**src/rtl/rmc_pkg.sv**
```systemverilog
// ----------------------------------------------------------------------------
// rmc_pkg
// Types, constants and header byte selection for the message chunker.
// ----------------------------------------------------------------------------
package rmc_pkg;

   localparam logic [23:0] BIG_TS      = 24'hffffff;
   localparam logic [1:0]  T3_FMT      = 2'b11;
   localparam logic [1:0]  T0_FMT      = 2'b00;
   localparam logic [4:0]  T0_LEN      = 5'd12;
   localparam logic [4:0]  T0_EXT_LEN  = 5'd16;
   localparam logic [4:0]  T3_LEN      = 5'd1;
   localparam logic [4:0]  NO_HDR_LEN  = 5'd0;
   localparam logic [15:0] CHUNK_RESET = 16'd128;

   typedef enum logic [1:0] {
      HDR_NONE   = 2'd0,
      HDR_T0     = 2'd1,
      HDR_T0_EXT = 2'd2,
      HDR_T3     = 2'd3
   } hdr_kind_type;

   typedef struct packed {
      logic        mode;
      logic [5:0]  channel;
      logic [31:0] timestamp;
      logic [7:0]  type_id;
      logic [31:0] stream_id;
      logic [23:0] msg_len;
      logic [7:0]  data_byte;
   } req_item_type;

   typedef struct packed {
      logic [7:0] out_byte;
      logic       is_header;
      logic       last_of_run;
      logic       end_of_message;
   } rsp_item_type;

   // one body byte plus the header that must precede it
   typedef struct packed {
      hdr_kind_type kind;
      logic [5:0]   channel;
      logic [31:0]  timestamp;
      logic [7:0]   type_id;
      logic [31:0]  stream_id;
      logic [23:0]  msg_len;
      logic [7:0]   data_byte;
      logic         eom;
   } job_type;

   function automatic logic [4:0] hdr_len(input hdr_kind_type kind);
      logic [4:0] len;
      case (kind)
         HDR_T0:     len = T0_LEN;
         HDR_T0_EXT: len = T0_EXT_LEN;
         HDR_T3:     len = T3_LEN;
         default:    len = NO_HDR_LEN;
      endcase
      return len;
   endfunction

   function automatic logic [7:0] hdr_byte(input job_type job, input logic [4:0] idx);
      logic [23:0] ts24;
      logic [7:0]  b;
      ts24 = (job.kind == HDR_T0_EXT) ? BIG_TS : job.timestamp[23:0];
      if (job.kind == HDR_T3) begin
         b = {T3_FMT, job.channel};
      end else begin
         case (idx)
            5'd0:    b = {T0_FMT, job.channel};
            5'd1:    b = ts24[23:16];
            5'd2:    b = ts24[15:8];
            5'd3:    b = ts24[7:0];
            5'd4:    b = job.msg_len[23:16];
            5'd5:    b = job.msg_len[15:8];
            5'd6:    b = job.msg_len[7:0];
            5'd7:    b = job.type_id;
            5'd8:    b = job.stream_id[7:0];
            5'd9:    b = job.stream_id[15:8];
            5'd10:   b = job.stream_id[23:16];
            5'd11:   b = job.stream_id[31:24];
            5'd12:   b = job.timestamp[31:24];
            5'd13:   b = job.timestamp[23:16];
            5'd14:   b = job.timestamp[15:8];
            5'd15:   b = job.timestamp[7:0];
            default: b = 8'h00;
         endcase
      end
      return b;
   endfunction

endpackage

```
**src/rtl/rmc_chan_if.sv**
```systemverilog
// ----------------------------------------------------------------------------
// rmc_chan_if
// Valid/ready channel carrying one item of a given type.
// ----------------------------------------------------------------------------
interface rmc_chan_if #(
   parameter type item_type = logic
);
   logic     valid;
   logic     ready;
   item_type payload;

   modport source (output valid, output payload, input ready);
   modport sink   (input valid, input payload, output ready);
endinterface

```
**src/rtl/rtmp_message_chunker.sv**
```systemverilog
// ----------------------------------------------------------------------------
// rtmp_message_chunker
// Splits messages into RTMP chunks, one byte per cycle unless output stalls.
// ----------------------------------------------------------------------------
//  channel   dir  handshake      payload
//  req_chan  in   valid/ready    mode, channel, timestamp, type_id,
//                                stream_id, msg_len, data_byte
//  rsp_chan  out  valid/ready    out_byte, is_header, last_of_run,
//                                end_of_message
//  csr_*     in   write enable   chunk size (16 bits)
//
// One output byte per cycle while not stalled: a body byte follows a 12- or
// 16-byte type-0 header, a 1-byte type-3 header or none, sent by the byte
// sequencer. Start items and dropped bytes are taken and give no output.
// Input is taken while the job queue has room; output stalls hold the
// sequencer only. Reset clears all control state; chunk size resets to 128.
// ----------------------------------------------------------------------------
module rtmp_message_chunker #(
   parameter int QUEUE_DEPTH = 2
) (
   input  logic        clock,
   input  logic        reset,
   rmc_chan_if.sink    req_chan,
   rmc_chan_if.source  rsp_chan,
   input  logic        csr_wr_en,
   input  logic [15:0] csr_wr_data
);

   logic             push, pop, full, head_valid;
   rmc_pkg::job_type push_job, head_job;

   rmc_front u_front (
      .clock       (clock),
      .reset       (reset),
      .req_chan    (req_chan),
      .csr_wr_en   (csr_wr_en),
      .csr_wr_data (csr_wr_data),
      .queue_full  (full),
      .push        (push),
      .push_job    (push_job)
   );

   rmc_queue #(
      .DEPTH (QUEUE_DEPTH)
   ) u_queue (
      .clock      (clock),
      .reset      (reset),
      .push       (push),
      .push_job   (push_job),
      .pop        (pop),
      .full       (full),
      .head_valid (head_valid),
      .head_job   (head_job)
   );

   rmc_back u_back (
      .clock      (clock),
      .reset      (reset),
      .head_valid (head_valid),
      .head_job   (head_job),
      .pop        (pop),
      .rsp_chan   (rsp_chan)
   );

endmodule

```
**src/rtl/rmc_front.sv**
```systemverilog
// ----------------------------------------------------------------------------
// rmc_front
// Accepts items, tracks the open message and classifies each body byte
// by the header it needs.
// ----------------------------------------------------------------------------
module rmc_front (
   input  logic                  clock,
   input  logic                  reset,
   rmc_chan_if.sink              req_chan,
   input  logic                  csr_wr_en,
   input  logic [15:0]           csr_wr_data,
   input  logic                  queue_full,
   output logic                  push,
   output rmc_pkg::job_type      push_job
);

   logic [15:0] chunk_size_ff, chunk_size_in;
   logic [5:0]  channel_ff, channel_in;
   logic [31:0] timestamp_ff, timestamp_in;
   logic [7:0]  type_ff, type_in;
   logic [31:0] stream_ff, stream_in;
   logic [23:0] size_ff, size_in;
   logic [23:0] sent_ff, sent_in;
   logic [15:0] fill_ff, fill_in;
   logic        open_ff, open_in;

   logic                  accept;
   logic [15:0]           limit;
   logic [23:0]           sent_next;
   logic                  eom;
   rmc_pkg::hdr_kind_type kind;
   rmc_pkg::req_item_type item;

   assign item           = req_chan.payload;
   assign req_chan.ready = !queue_full;
   assign accept         = req_chan.valid && !queue_full;
   assign limit          = (chunk_size_ff == 16'd0) ? 16'd1 : chunk_size_ff;
   assign sent_next      = sent_ff + 24'd1;
   assign eom            = (sent_next >= size_ff);

   always_comb begin
      if (sent_ff == 24'd0) begin
         kind = (timestamp_ff >= {8'h00, rmc_pkg::BIG_TS}) ? rmc_pkg::HDR_T0_EXT
                                                            : rmc_pkg::HDR_T0;
      end else if (fill_ff >= limit) begin
         kind = rmc_pkg::HDR_T3;
      end else begin
         kind = rmc_pkg::HDR_NONE;
      end
   end

   always_comb begin
      chunk_size_in = csr_wr_en ? csr_wr_data : chunk_size_ff;
      channel_in    = channel_ff;
      timestamp_in  = timestamp_ff;
      type_in       = type_ff;
      stream_in     = stream_ff;
      size_in       = size_ff;
      sent_in       = sent_ff;
      fill_in       = fill_ff;
      open_in       = open_ff;
      push          = 1'b0;
      if (accept) begin
         if (!item.mode) begin
            channel_in   = item.channel;
            timestamp_in = item.timestamp;
            type_in      = item.type_id;
            stream_in    = item.stream_id;
            size_in      = item.msg_len;
            sent_in      = 24'd0;
            fill_in      = 16'd0;
            open_in      = (item.msg_len != 24'd0);
         end else if (open_ff) begin
            push    = 1'b1;
            sent_in = sent_next;
            fill_in = ((kind == rmc_pkg::HDR_NONE) ? fill_ff : 16'd0) + 16'd1;
            open_in = !eom;
         end
      end
   end

   always_comb begin
      push_job.kind      = kind;
      push_job.channel   = channel_ff;
      push_job.timestamp = timestamp_ff;
      push_job.type_id   = type_ff;
      push_job.stream_id = stream_ff;
      push_job.msg_len   = size_ff;
      push_job.data_byte = item.data_byte;
      push_job.eom       = eom;
   end

   always_ff @(posedge clock) begin
      if (reset) begin
         chunk_size_ff <= rmc_pkg::CHUNK_RESET;
         channel_ff    <= '0;
         timestamp_ff  <= '0;
         type_ff       <= '0;
         stream_ff     <= '0;
         size_ff       <= '0;
         sent_ff       <= '0;
         fill_ff       <= '0;
         open_ff       <= 1'b0;
      end else begin
         chunk_size_ff <= chunk_size_in;
         channel_ff    <= channel_in;
         timestamp_ff  <= timestamp_in;
         type_ff       <= type_in;
         stream_ff     <= stream_in;
         size_ff       <= size_in;
         sent_ff       <= sent_in;
         fill_ff       <= fill_in;
         open_ff       <= open_in;
      end
   end

endmodule

```
**src/rtl/rmc_queue.sv**
```systemverilog
// ----------------------------------------------------------------------------
// rmc_queue
// Short job queue between classifier and byte sequencer.
// ----------------------------------------------------------------------------
module rmc_queue #(
   parameter int DEPTH = 2
) (
   input  logic             clock,
   input  logic             reset,
   input  logic             push,
   input  rmc_pkg::job_type push_job,
   input  logic             pop,
   output logic             full,
   output logic             head_valid,
   output rmc_pkg::job_type head_job
);

   localparam int PTR_W = (DEPTH > 1) ? $clog2(DEPTH) : 1;
   localparam int CNT_W = $clog2(DEPTH + 1);
   localparam logic [PTR_W-1:0] LAST_PTR = PTR_W'(DEPTH - 1);
   localparam logic [CNT_W-1:0] FULL_CNT = CNT_W'(DEPTH);

   rmc_pkg::job_type mem_ff [DEPTH];
   logic [PTR_W-1:0] wr_ptr_ff, wr_ptr_in;
   logic [PTR_W-1:0] rd_ptr_ff, rd_ptr_in;
   logic [CNT_W-1:0] count_ff, count_in;
   logic             do_push, do_pop;

   assign full       = (count_ff == FULL_CNT);
   assign head_valid = (count_ff != '0);
   assign head_job   = mem_ff[rd_ptr_ff];
   assign do_push    = push && !full;
   assign do_pop     = pop && head_valid;

   always_comb begin
      wr_ptr_in = wr_ptr_ff;
      rd_ptr_in = rd_ptr_ff;
      count_in  = count_ff;
      if (do_push) begin
         wr_ptr_in = (wr_ptr_ff == LAST_PTR) ? '0 : wr_ptr_ff + PTR_W'(1);
      end
      if (do_pop) begin
         rd_ptr_in = (rd_ptr_ff == LAST_PTR) ? '0 : rd_ptr_ff + PTR_W'(1);
      end
      if (do_push && !do_pop) begin
         count_in = count_ff + CNT_W'(1);
      end else if (do_pop && !do_push) begin
         count_in = count_ff - CNT_W'(1);
      end
   end

   always_ff @(posedge clock) begin
      if (do_push) begin
         mem_ff[wr_ptr_ff] <= push_job;
      end
   end

   always_ff @(posedge clock) begin
      if (reset) begin
         wr_ptr_ff <= '0;
         rd_ptr_ff <= '0;
         count_ff  <= '0;
      end else begin
         wr_ptr_ff <= wr_ptr_in;
         rd_ptr_ff <= rd_ptr_in;
         count_ff  <= count_in;
      end
   end

endmodule

```
**src/rtl/rmc_back.sv**
```systemverilog
// ----------------------------------------------------------------------------
// rmc_back
// Byte sequencer: walks the header of the head job, then its body byte,
// into a registered output stage.
// ----------------------------------------------------------------------------
module rmc_back (
   input  logic             clock,
   input  logic             reset,
   input  logic             head_valid,
   input  rmc_pkg::job_type head_job,
   output logic             pop,
   rmc_chan_if.source       rsp_chan
);

   logic                  valid_ff, valid_in;
   rmc_pkg::rsp_item_type out_ff, out_in;
   logic [4:0]            idx_ff, idx_in;
   logic                  can_load;
   logic                  at_body;

   assign can_load = !valid_ff || rsp_chan.ready;
   assign at_body  = (idx_ff == rmc_pkg::hdr_len(head_job.kind));
   assign pop      = can_load && head_valid && at_body;

   always_comb begin
      valid_in = valid_ff;
      out_in   = out_ff;
      idx_in   = idx_ff;
      if (can_load) begin
         valid_in = head_valid;
         if (head_valid) begin
            if (at_body) begin
               out_in.out_byte       = head_job.data_byte;
               out_in.is_header      = 1'b0;
               out_in.last_of_run    = 1'b1;
               out_in.end_of_message = head_job.eom;
               idx_in                = 5'd0;
            end else begin
               out_in.out_byte       = rmc_pkg::hdr_byte(head_job, idx_ff);
               out_in.is_header      = 1'b1;
               out_in.last_of_run    = 1'b0;
               out_in.end_of_message = 1'b0;
               idx_in                = idx_ff + 5'd1;
            end
         end
      end
   end

   assign rsp_chan.valid   = valid_ff;
   assign rsp_chan.payload = out_ff;

   always_ff @(posedge clock) begin
      out_ff <= out_in;
   end

   always_ff @(posedge clock) begin
      if (reset) begin
         valid_ff <= 1'b0;
         idx_ff   <= '0;
      end else begin
         valid_ff <= valid_in;
         idx_ff   <= idx_in;
      end
   end

endmodule

```
**src/flat_wrapper.sv**
```systemverilog
// flat-port wrapper written by rule: the top's interface ports become plain ports
module rtmp_message_chunker_flat 
#(
   parameter int QUEUE_DEPTH = 2
)
  (clock, reset, csr_wr_en, csr_wr_data, req_chan_valid, req_chan_payload, req_chan_ready, rsp_chan_valid, rsp_chan_payload, rsp_chan_ready);
  rmc_chan_if #(.item_type(rmc_pkg::req_item_type)) req_chan_i ();
  rmc_chan_if #(.item_type(rmc_pkg::rsp_item_type)) rsp_chan_i ();
  input  logic clock;
  input  logic reset;
  input  logic csr_wr_en;
  input  logic [15:0] csr_wr_data;
  input wire logic [$bits(req_chan_i.valid)-1:0] req_chan_valid;
  input wire logic [$bits(req_chan_i.payload)-1:0] req_chan_payload;
  output wire logic [$bits(req_chan_i.ready)-1:0] req_chan_ready;
  output wire logic [$bits(rsp_chan_i.valid)-1:0] rsp_chan_valid;
  output wire logic [$bits(rsp_chan_i.payload)-1:0] rsp_chan_payload;
  input wire logic [$bits(rsp_chan_i.ready)-1:0] rsp_chan_ready;
  assign req_chan_i.valid = req_chan_valid;
  assign req_chan_i.payload = req_chan_payload;
  assign req_chan_ready = req_chan_i.ready;
  assign rsp_chan_valid = rsp_chan_i.valid;
  assign rsp_chan_payload = rsp_chan_i.payload;
  assign rsp_chan_i.ready = rsp_chan_ready;
  rtmp_message_chunker #(.QUEUE_DEPTH(QUEUE_DEPTH)) u_core (.clock(clock), .reset(reset), .req_chan(req_chan_i), .rsp_chan(rsp_chan_i), .csr_wr_en(csr_wr_en), .csr_wr_data(csr_wr_data));
endmodule
```
**config.mk**
```make
export PLATFORM = sky130hd
export DESIGN_NAME = rtmp_message_chunker_flat
export DESIGN_NICKNAME = d
export VERILOG_FILES = /design/src/rtl/rmc_pkg.sv /design/src/rtl/rmc_chan_if.sv /design/src/rtl/rtmp_message_chunker.sv /design/src/rtl/rmc_front.sv /design/src/rtl/rmc_queue.sv /design/src/rtl/rmc_back.sv /design/src/flat_wrapper.sv
export SDC_FILE = /design/constraint.sdc
export NUM_CORES = 1
export LEC_CHECK = 0
export BUFFER_PORTS_ARGS = -buffer_cell sky130_fd_sc_hd__buf_2
export CORE_ASPECT_RATIO = 1.4
export CORE_MARGIN = 2
export CORE_UTILIZATION = 55
export CTS_CLUSTER_SIZE = 16
export DETAILED_ROUTE_END_ITERATION = 8
export PLACE_DENSITY = 0.75
export SYNTH_ARGS = -nofsm -noshare
export SYNTH_HDL_FRONTEND = slang
export SYNTH_SLANG_ARGS = --single-unit
export TNS_END_PERCENT = 30
```
**constraint.sdc**
```tcl
create_clock -name clock -period 18.45 [get_ports clock]
set_input_delay 0 -clock clock [delete_from_list [all_inputs] [get_ports clock]]
set_output_delay 0 -clock clock [all_outputs]
set_load 0.005 [all_outputs]
```
; Word level (Yosys, flattened, before mapping)
; Memories as Yosys holds them, arrays and structs flattened. A register that Yosys moved wholly into a read port is not among the register bits.
; Index checks and enable logic that the tools add are counted.
[word_totals]
register_bits = 180
ramBits = 226
input_bits = 132
output_inout_bits = 13
word_cells = 102
n_memories = 1
[memory_table]
columns = name, words, width, rd, rd_ports_with_merged_regs, wr, line_no
row1 = u_core.u_queue.mem_ff, 2, 113, 1, 1, 1, rmc_queue.sv:23  ; rmc_pkg::job_type mem_ff [DEPTH];
[op_classes]
addsub = 7
n_lt_le_gt_ge = 3
eq_ne = 21
muxes = 28
bitwise_logic = 1
n_reduce_logical = 23
[op_table]
columns = op, count
row1 = $pmux 8 s16, 1
row2 = $mux 24, 3
row3 = $mux 16, 4
row4 = $eq 5x4->1 const B, 8
row5 = $ge 32x24->1 const B, 1
row6 = $add 24x1->24 const B, 1
row7 = $ge 24x24->1, 1
row8 = $logic_not 24->1, 1
row9 = $reduce_bool 24->1, 1
row10 = $eq 5x3->1 const B, 4
row11 = $add 16x1->16 const B, 1
row12 = $ge 16x16->1, 1
row13 = $logic_not 16->1, 1
row14 = $pmux 5 s3, 1
row15 = $mux 1, 11
row16 = $mux 11, 1
row17 = $eq 5x2->1 const B, 2
row18 = $mux 2, 5
row19 = $mux 8, 1
row20 = $logic_and 1x1->1, 7
row21 = $eq 2x2->1 const B, 3
row22 = $reduce_and 2->1, 3
row23 = $add 5x1->5 const B, 1
row24 = $eq 5x1->1 const B, 1
row25 = 13 further kinds, 19

; Longest topological paths before layout
[depth]
word_depth = 10
ltp_mapped = 17
depth_no_buf = 15

; Modules after synthesis
; A second synthesis with hierarchy kept.
[unflattened]
hier_cells = 1592
area_unflattened_um2 = 18377.6
[modules_own_cells]
columns = module, n_inst, cells_each, area_each_um2, seq_area_each_um2
row1 = rmc_queue, 1, 377, 8667.1, 6886.6
row2 = rmc_front, 1, 973, 7599.8, 3183.1
row3 = rmc_back, 1, 242, 2110.8, 450.4

; Worst setup path after synthesis
; Ideal clock, no wire load.
[synth_timing]
kind = register to register
startpoint = register u_core.u_queue.count_ff[0]
endpoint = memory u_core.u_queue.mem_ff[0][0] (netlist bit) (enable)
setup_ps = 587
arrival_time_ps = 5806
required_ps = 17863
path_slack_ps = 12057
stages_incl_launch_ff = 6
path_buffers = 2
period_less_slack_ps = 6393
path_cell_list = dfxtp_1 > nand2b_1 > nand4_1 > clkbuf_1 > buf_1 > nor2_1
[synth_between]
elab_chain_len = 7
[synth_lines]
columns = element, line_no
row1 = start: declaration, rmc_queue.sv:26  ; logic [CNT_W-1:0] count_ff, count_in;
row2 = start signal: assignment, rmc_queue.sv:66  ; count_ff <= count_in;
row3 = $eq 2x2->1 *, rmc_queue.sv:29  ; assign full = (count_ff == FULL_CNT);
row4 = $logic_not 1->1 *, n/a
row5 = net req_chan_ready, flat_wrapper.sv:15  ; output wire logic [$bits(req_chan_i.ready)-1:0] req_chan_ready;
row6 = $logic_and 1x1->1, rmc_front.sv:36  ; assign accept = req_chan.valid && !queue_full;
row7 = $mux 1, rmc_front.sv:63  ; if (accept) begin
row8 = $logic_and 1x1->1 *, rmc_queue.sv:32  ; assign do_push = push && !full;
row9 = $mux 1 *, rmc_queue.sv:53  ; if (do_push) begin
row10 = $mux 1 (not written as such) *, rmc_queue.sv:54  ; mem_ff[wr_ptr_ff] <= push_job;
row11 = end: declaration, rmc_queue.sv:23
; Mark *: on every way through the listed nets, which the timed path passes. The rest lies on a longest branch.

; Worst setup path in the final report
[layout_timing]
startpoint = register u_core.u_front.chunk_size_ff[8]
endpoint = register u_core.u_front.fill_ff[14]
[layout_between]
elab_chain_len = 10
[layout_lines]
columns = element, line_no
row1 = start: declaration, rmc_front.sv:17  ; logic [15:0] chunk_size_ff, chunk_size_in;
row2 = start signal: assignment, rmc_front.sv:95  ; chunk_size_ff <= rmc_pkg::CHUNK_RESET;
row3 = start signal: assignment, rmc_front.sv:105  ; chunk_size_ff <= chunk_size_in;
row4 = $logic_not 16->1, rmc_front.sv:37  ; assign limit = (chunk_size_ff == 16'd0) ? 16'd1 : chunk_size_ff;
row5 = $mux 16 *, rmc_front.sv:37
row6 = $ge 16x16->1 *, rmc_front.sv:45  ; end else if (fill_ff >= limit) begin
row7 = $mux 2 *, rmc_front.sv:45
row8 = $mux 2 *, rmc_front.sv:42  ; if (sent_ff == 24'd0) begin
row9 = $logic_not 2->1 *, rmc_front.sv:76  ; fill_in = ((kind == rmc_pkg::HDR_NONE) ? fill_ff : 16'd0) + 16'd1;
row10 = $mux 16 *, rmc_front.sv:76
row11 = $add 16x1->16 *, rmc_front.sv:76
row12 = $mux 16 *, rmc_front.sv:73  ; end else if (open_ff) begin
row13 = $mux 16 *, rmc_front.sv:64  ; if (!item.mode) begin
row14 = end signal: assignment, rmc_front.sv:112  ; fill_ff <= fill_in;
row15 = end: declaration, rmc_front.sv:24  ; logic [15:0] fill_ff, fill_in;
; Every way passes the cells marked *; elsewhere a longest branch is shown, timed or not. The select of a mux whose other input is x is not followed.
; A chain may end at the register's enable or synchronous reset.

==> summary.txt <==
Outcome
  – Outcome: finished clean

Worst setup path
  – Worst EP arrival: 4.86 ns
  – Number of cells on the worst reg-to-reg path: 15
  – Crit Path Category: flop to flop
  – Worst Path Max Fanout: 14
  – CP Cell Sequence: nor4_1, a41o_1, ha_1, nand2b_1, a2111oi_0, or4_1, and3_1, and3_1, ha_1, nand3_1, nor3_1, and4_1, nand3_1, xnor2_1, a32o_1
  – Critical Path Source Type: flop
  – Worst setup EP type: flop
  – Critical Path Max Stage Delay: 0.51 ns
  – Slowest CP cell: a2111oi_0
  – Crit path required time: 18.88 ns

STA
  – Final Hold Fails: 0
  – Slew headroom: 0.2243
  – Final worst path period share: 0.2398
  – Final worst slack: 14.03 ns
  – Hold slack: 0.01252 ns
  – Max frequency: 226.0 MHz
  – Finish-stage setup viols: 0
  – Minimum clock period after layout: 4.424 ns
  – Final setup TNS: 0 ns
  – Worst-Margin Slew: 1.164 ns
  – Skew final: 0.01826 ns
  – Fin. max-slew vios: 0
  – RSZ-0062 raised after global routing: false

Global routing
  – Initial antenna violation count: 0
  – First-pass GRT wire length: 73640 um
  – Gr usage total: 0.2825
  – Gr ovfl total: 0
  – Vias in the first global route: 13880
  – Pin count of the biggest net entering global routing: 102

Logic synthesis
  – Avg Cell Area, Syn: 11.04 um2
  – Main synth FF type: edfxtp_1
  – Synth Instances: 1589
  – Asr flop ratio synth: 0
  – Cell Area, Synth: 17540 um2
  – Syn Nets: 1770
  – Sequential share of the synthesized area: 0.5999
  – Synth top area share: 0.4059
  – YS warnings: 0
  – Netlist cell types: 66
  – Synth area leader: edfxtp_1
  – Largest cells by area after synthesis: edfxtp_1 (41%), dfxtp_1 (19%), nand2_1 (5.7%)
  – Yosys reg bits: 407
  – EDFF count, synth: 237

Cells and area
  – Layout area overhead: 22.04%
  – Final #Nets: 2037
  – Final instance area: 21400 um2
  – Non-Filler Instances: 2281
  – Layout cells sized above 1: 0.1257
  – Number of diodes: 0

Routing
  – Met3 WL: 2375 um
  – Met2 wire length: 24510 um
  – Via-per-instance ratio: 5.946
  – DR pass1 iterations: 5
  – DRT met1 WL: 17520 um
  – WL per Instance: 20.82 um
  – Top Metal Used: met4
  – Routed WL: 47490 um
  – Detailed Route Iter0 Violations: 988
  – Vias: 13560
  – Antenna Nets Post-Route: 0
  – DRC errors left: 0

Floorplanning
  – IO Count: 145
  – Core ar.: 31500 um2
  – # rows: 77
  – Die area: 33350 um2
  – Initial Util: 0.5566
  – Die Wd: 154.9 um
  – Die Ht: 215.3 um

Clock network
  – Cts repair resizes: 0
  – Clk_lat worst skew: 0.54 ns
  – Root buf cell: clkbuf_16
  – CTS H-tree depth: 2
  – Setup Fix Bufs, Post-CTS: 0
  – CTS tree: done
  – Clk sinks: 407
  – CTS Buffer Depth: 3
  – Reg clk slew, reported paths: 0.07 ns
  – CTS buffer count: 38

Placed design
  – Placement Cell Area: 18490 um2
  – Hpwl dp: 30060 um
  – Dpl cells: 2049
  – IO buf count: 144
  – Dpl ws: 14.23 ns
  – RD Place Congestion: 0.9369

Hold path
  – Worst Hold Class: primary input to flop
  – Hold depth: 3

Pwr
  – LEAKAGE: 7.554 nW
  – VDD IR max: 0.00008045 V
  – Pwr/cell area: 97.82 nW/um2

Run
  – Max Cap Viol: 0
state kept, by name, summed over array words and instances (netlist names), named ones only:
signal,flops
u_core.u_front.fill_ff,16
u_core.u_queue.wr_ptr_ff,1
u_core.u_queue.rd_ptr_ff,1
u_core.u_back.rsp_chan.payload,11
u_core.u_front.type_ff,8
u_core.u_front.open_ff,1
u_core.u_queue.count_ff,2
u_core.u_front.channel_ff,6
u_core.u_front.stream_ff,32
u_core.u_front.sent_ff,24
u_core.u_front.size_ff,24
u_core.u_back.rsp_chan.valid,1
u_core.u_queue.mem_ff,226
u_core.u_front.timestamp_ff,32
u_core.u_back.idx_ff,5
u_core.u_front.chunk_size_ff,16
cell usage after synthesis (8+ instances only):
master     number
nand3_1        28
xnor2_1        15
nor2_1         81
o22ai_1        30
nand2_1       268
nor2b_1         9
buf_2          16
edfxtp_1      237
nand4_1        20
a21oi_1       146
a211oi_1        8
nor4_1         28
a31oi_1        17
mux2i_1        99
inv_1          54
clkbuf_1       68
nor3_1         22
ha_1           49
a22oi_1        21
o211ai_1       13
and3_1         11
a2111oi_0       8
dfxtp_1       170
and4_1          9
mux2_2         11
xor2_1         11
o21ai_0        34
worst max-delay path, delay by kind of cell, from the launching register on:
kind,cells,cell delay (ns)
and+or+nand+nor,9,2.45
adders and majority gates,2,0.43
AOI/OAI and AO/OA,3,0.99
xor gates and xnor gates,1,0.14
DFF,1,0.32
logic make-up (layout without fill, tap and decap cells):
logic type | Yosys count | after routing | share of synthesized area
simple gates | 528 | 528 | 0.1417
flops | 407 | 407 | 0.5999
compound gates | 324 | 324 | 0.1135
buf+inv | 145 | 442 | 0.03332
mux | 110 | 110 | 0.06357
fa+ha+maj | 49 | 49 | 0.03496
xor+xnor | 26 | 26 | 0.01299
through the flow:
stage / power (mW) / utilization
after floorplan: 1.187 / -
after global placement: 1.263 / 0.5868
after detailed placement: 1.270 / 0.5868
after CTS: 2.095 / 0.6793
after global routing: 2.160 / 0.6793
final: 2.093 / 0.6793
power by group:
part           internal [mW]  switching, mW  total (mW)
Clock                  0.476          0.333       0.809
Sequential              1.00         0.0311        1.03
Combinational          0.104          0.146       0.250
final timing paths:
path | startpoint | endpoint | slack [ns]
setup / recovery | u_core.u_front.chunk_size_ff[8]$_SDFFE_PP0P_ | u_core.u_front.fill_ff[14]$_SDFFE_PP0P_ | 14.03
hold / removal | csr_wr_en | u_core.u_front.chunk_size_ff[10]$_SDFFE_PP0P_ | 0.01
setup reg to reg | u_core.u_front.chunk_size_ff[8]$_SDFFE_PP0P_ | u_core.u_front.fill_ff[14]$_SDFFE_PP0P_ | 14.03
hold reg to reg | u_core.u_front.channel_ff[2]$_SDFFE_PP0P_ | u_core.u_queue.mem_ff[0][107]$_DFFE_PP_ | 0.45
timing repair:
item / 4_1_cts / 5_1_grt
hold buffers: 162 / 0
endpoints found under the hold margin: 145 / 0
setup endpoints to repair: 0 / 0
metal layers:
| layer | track usage | vias up |
|---|---|---|
| met2 | 0.5127 | 511 |
| met3 | 0.04215 | 161 |
| met1 | 0.3120 | 6523 |
| li1 | - | 6368 |
| met5 | 0 | - |
| met4 | 0.1620 | 0 |
layout make-up:
class                      instances  area, um2
clock inverter                    15      182.7
tap                              395      494.2
fill                            2220      10100
inverter                          55      206.4
clock buffer                      55       1109
timing repair buffer             317       2427
multi-input combinational       1037       6457
sequential                       407      10520
cells in the final DEF (no fill, tap or decap), types with 28 or more instances in the layout:
cell / synthesis / final
a21oi_1: 146 / 146
buf_2: 16 / 143
clkbuf_16: 0 / 41
dfxtp_1: 170 / 169
dlygate4sd3_1: 0 / 162
edfxtp_1: 237 / 237
ha_1: 49 / 49
inv_1: 54 / 54
mux2i_1: 99 / 99
nand2_1: 268 / 268
nand3_1: 28 / 28
nor2_1: 81 / 79
nor4_1: 28 / 28
o21ai_0: 34 / 34
o22ai_1: 30 / 30
(Power assumes the default switching activity.)
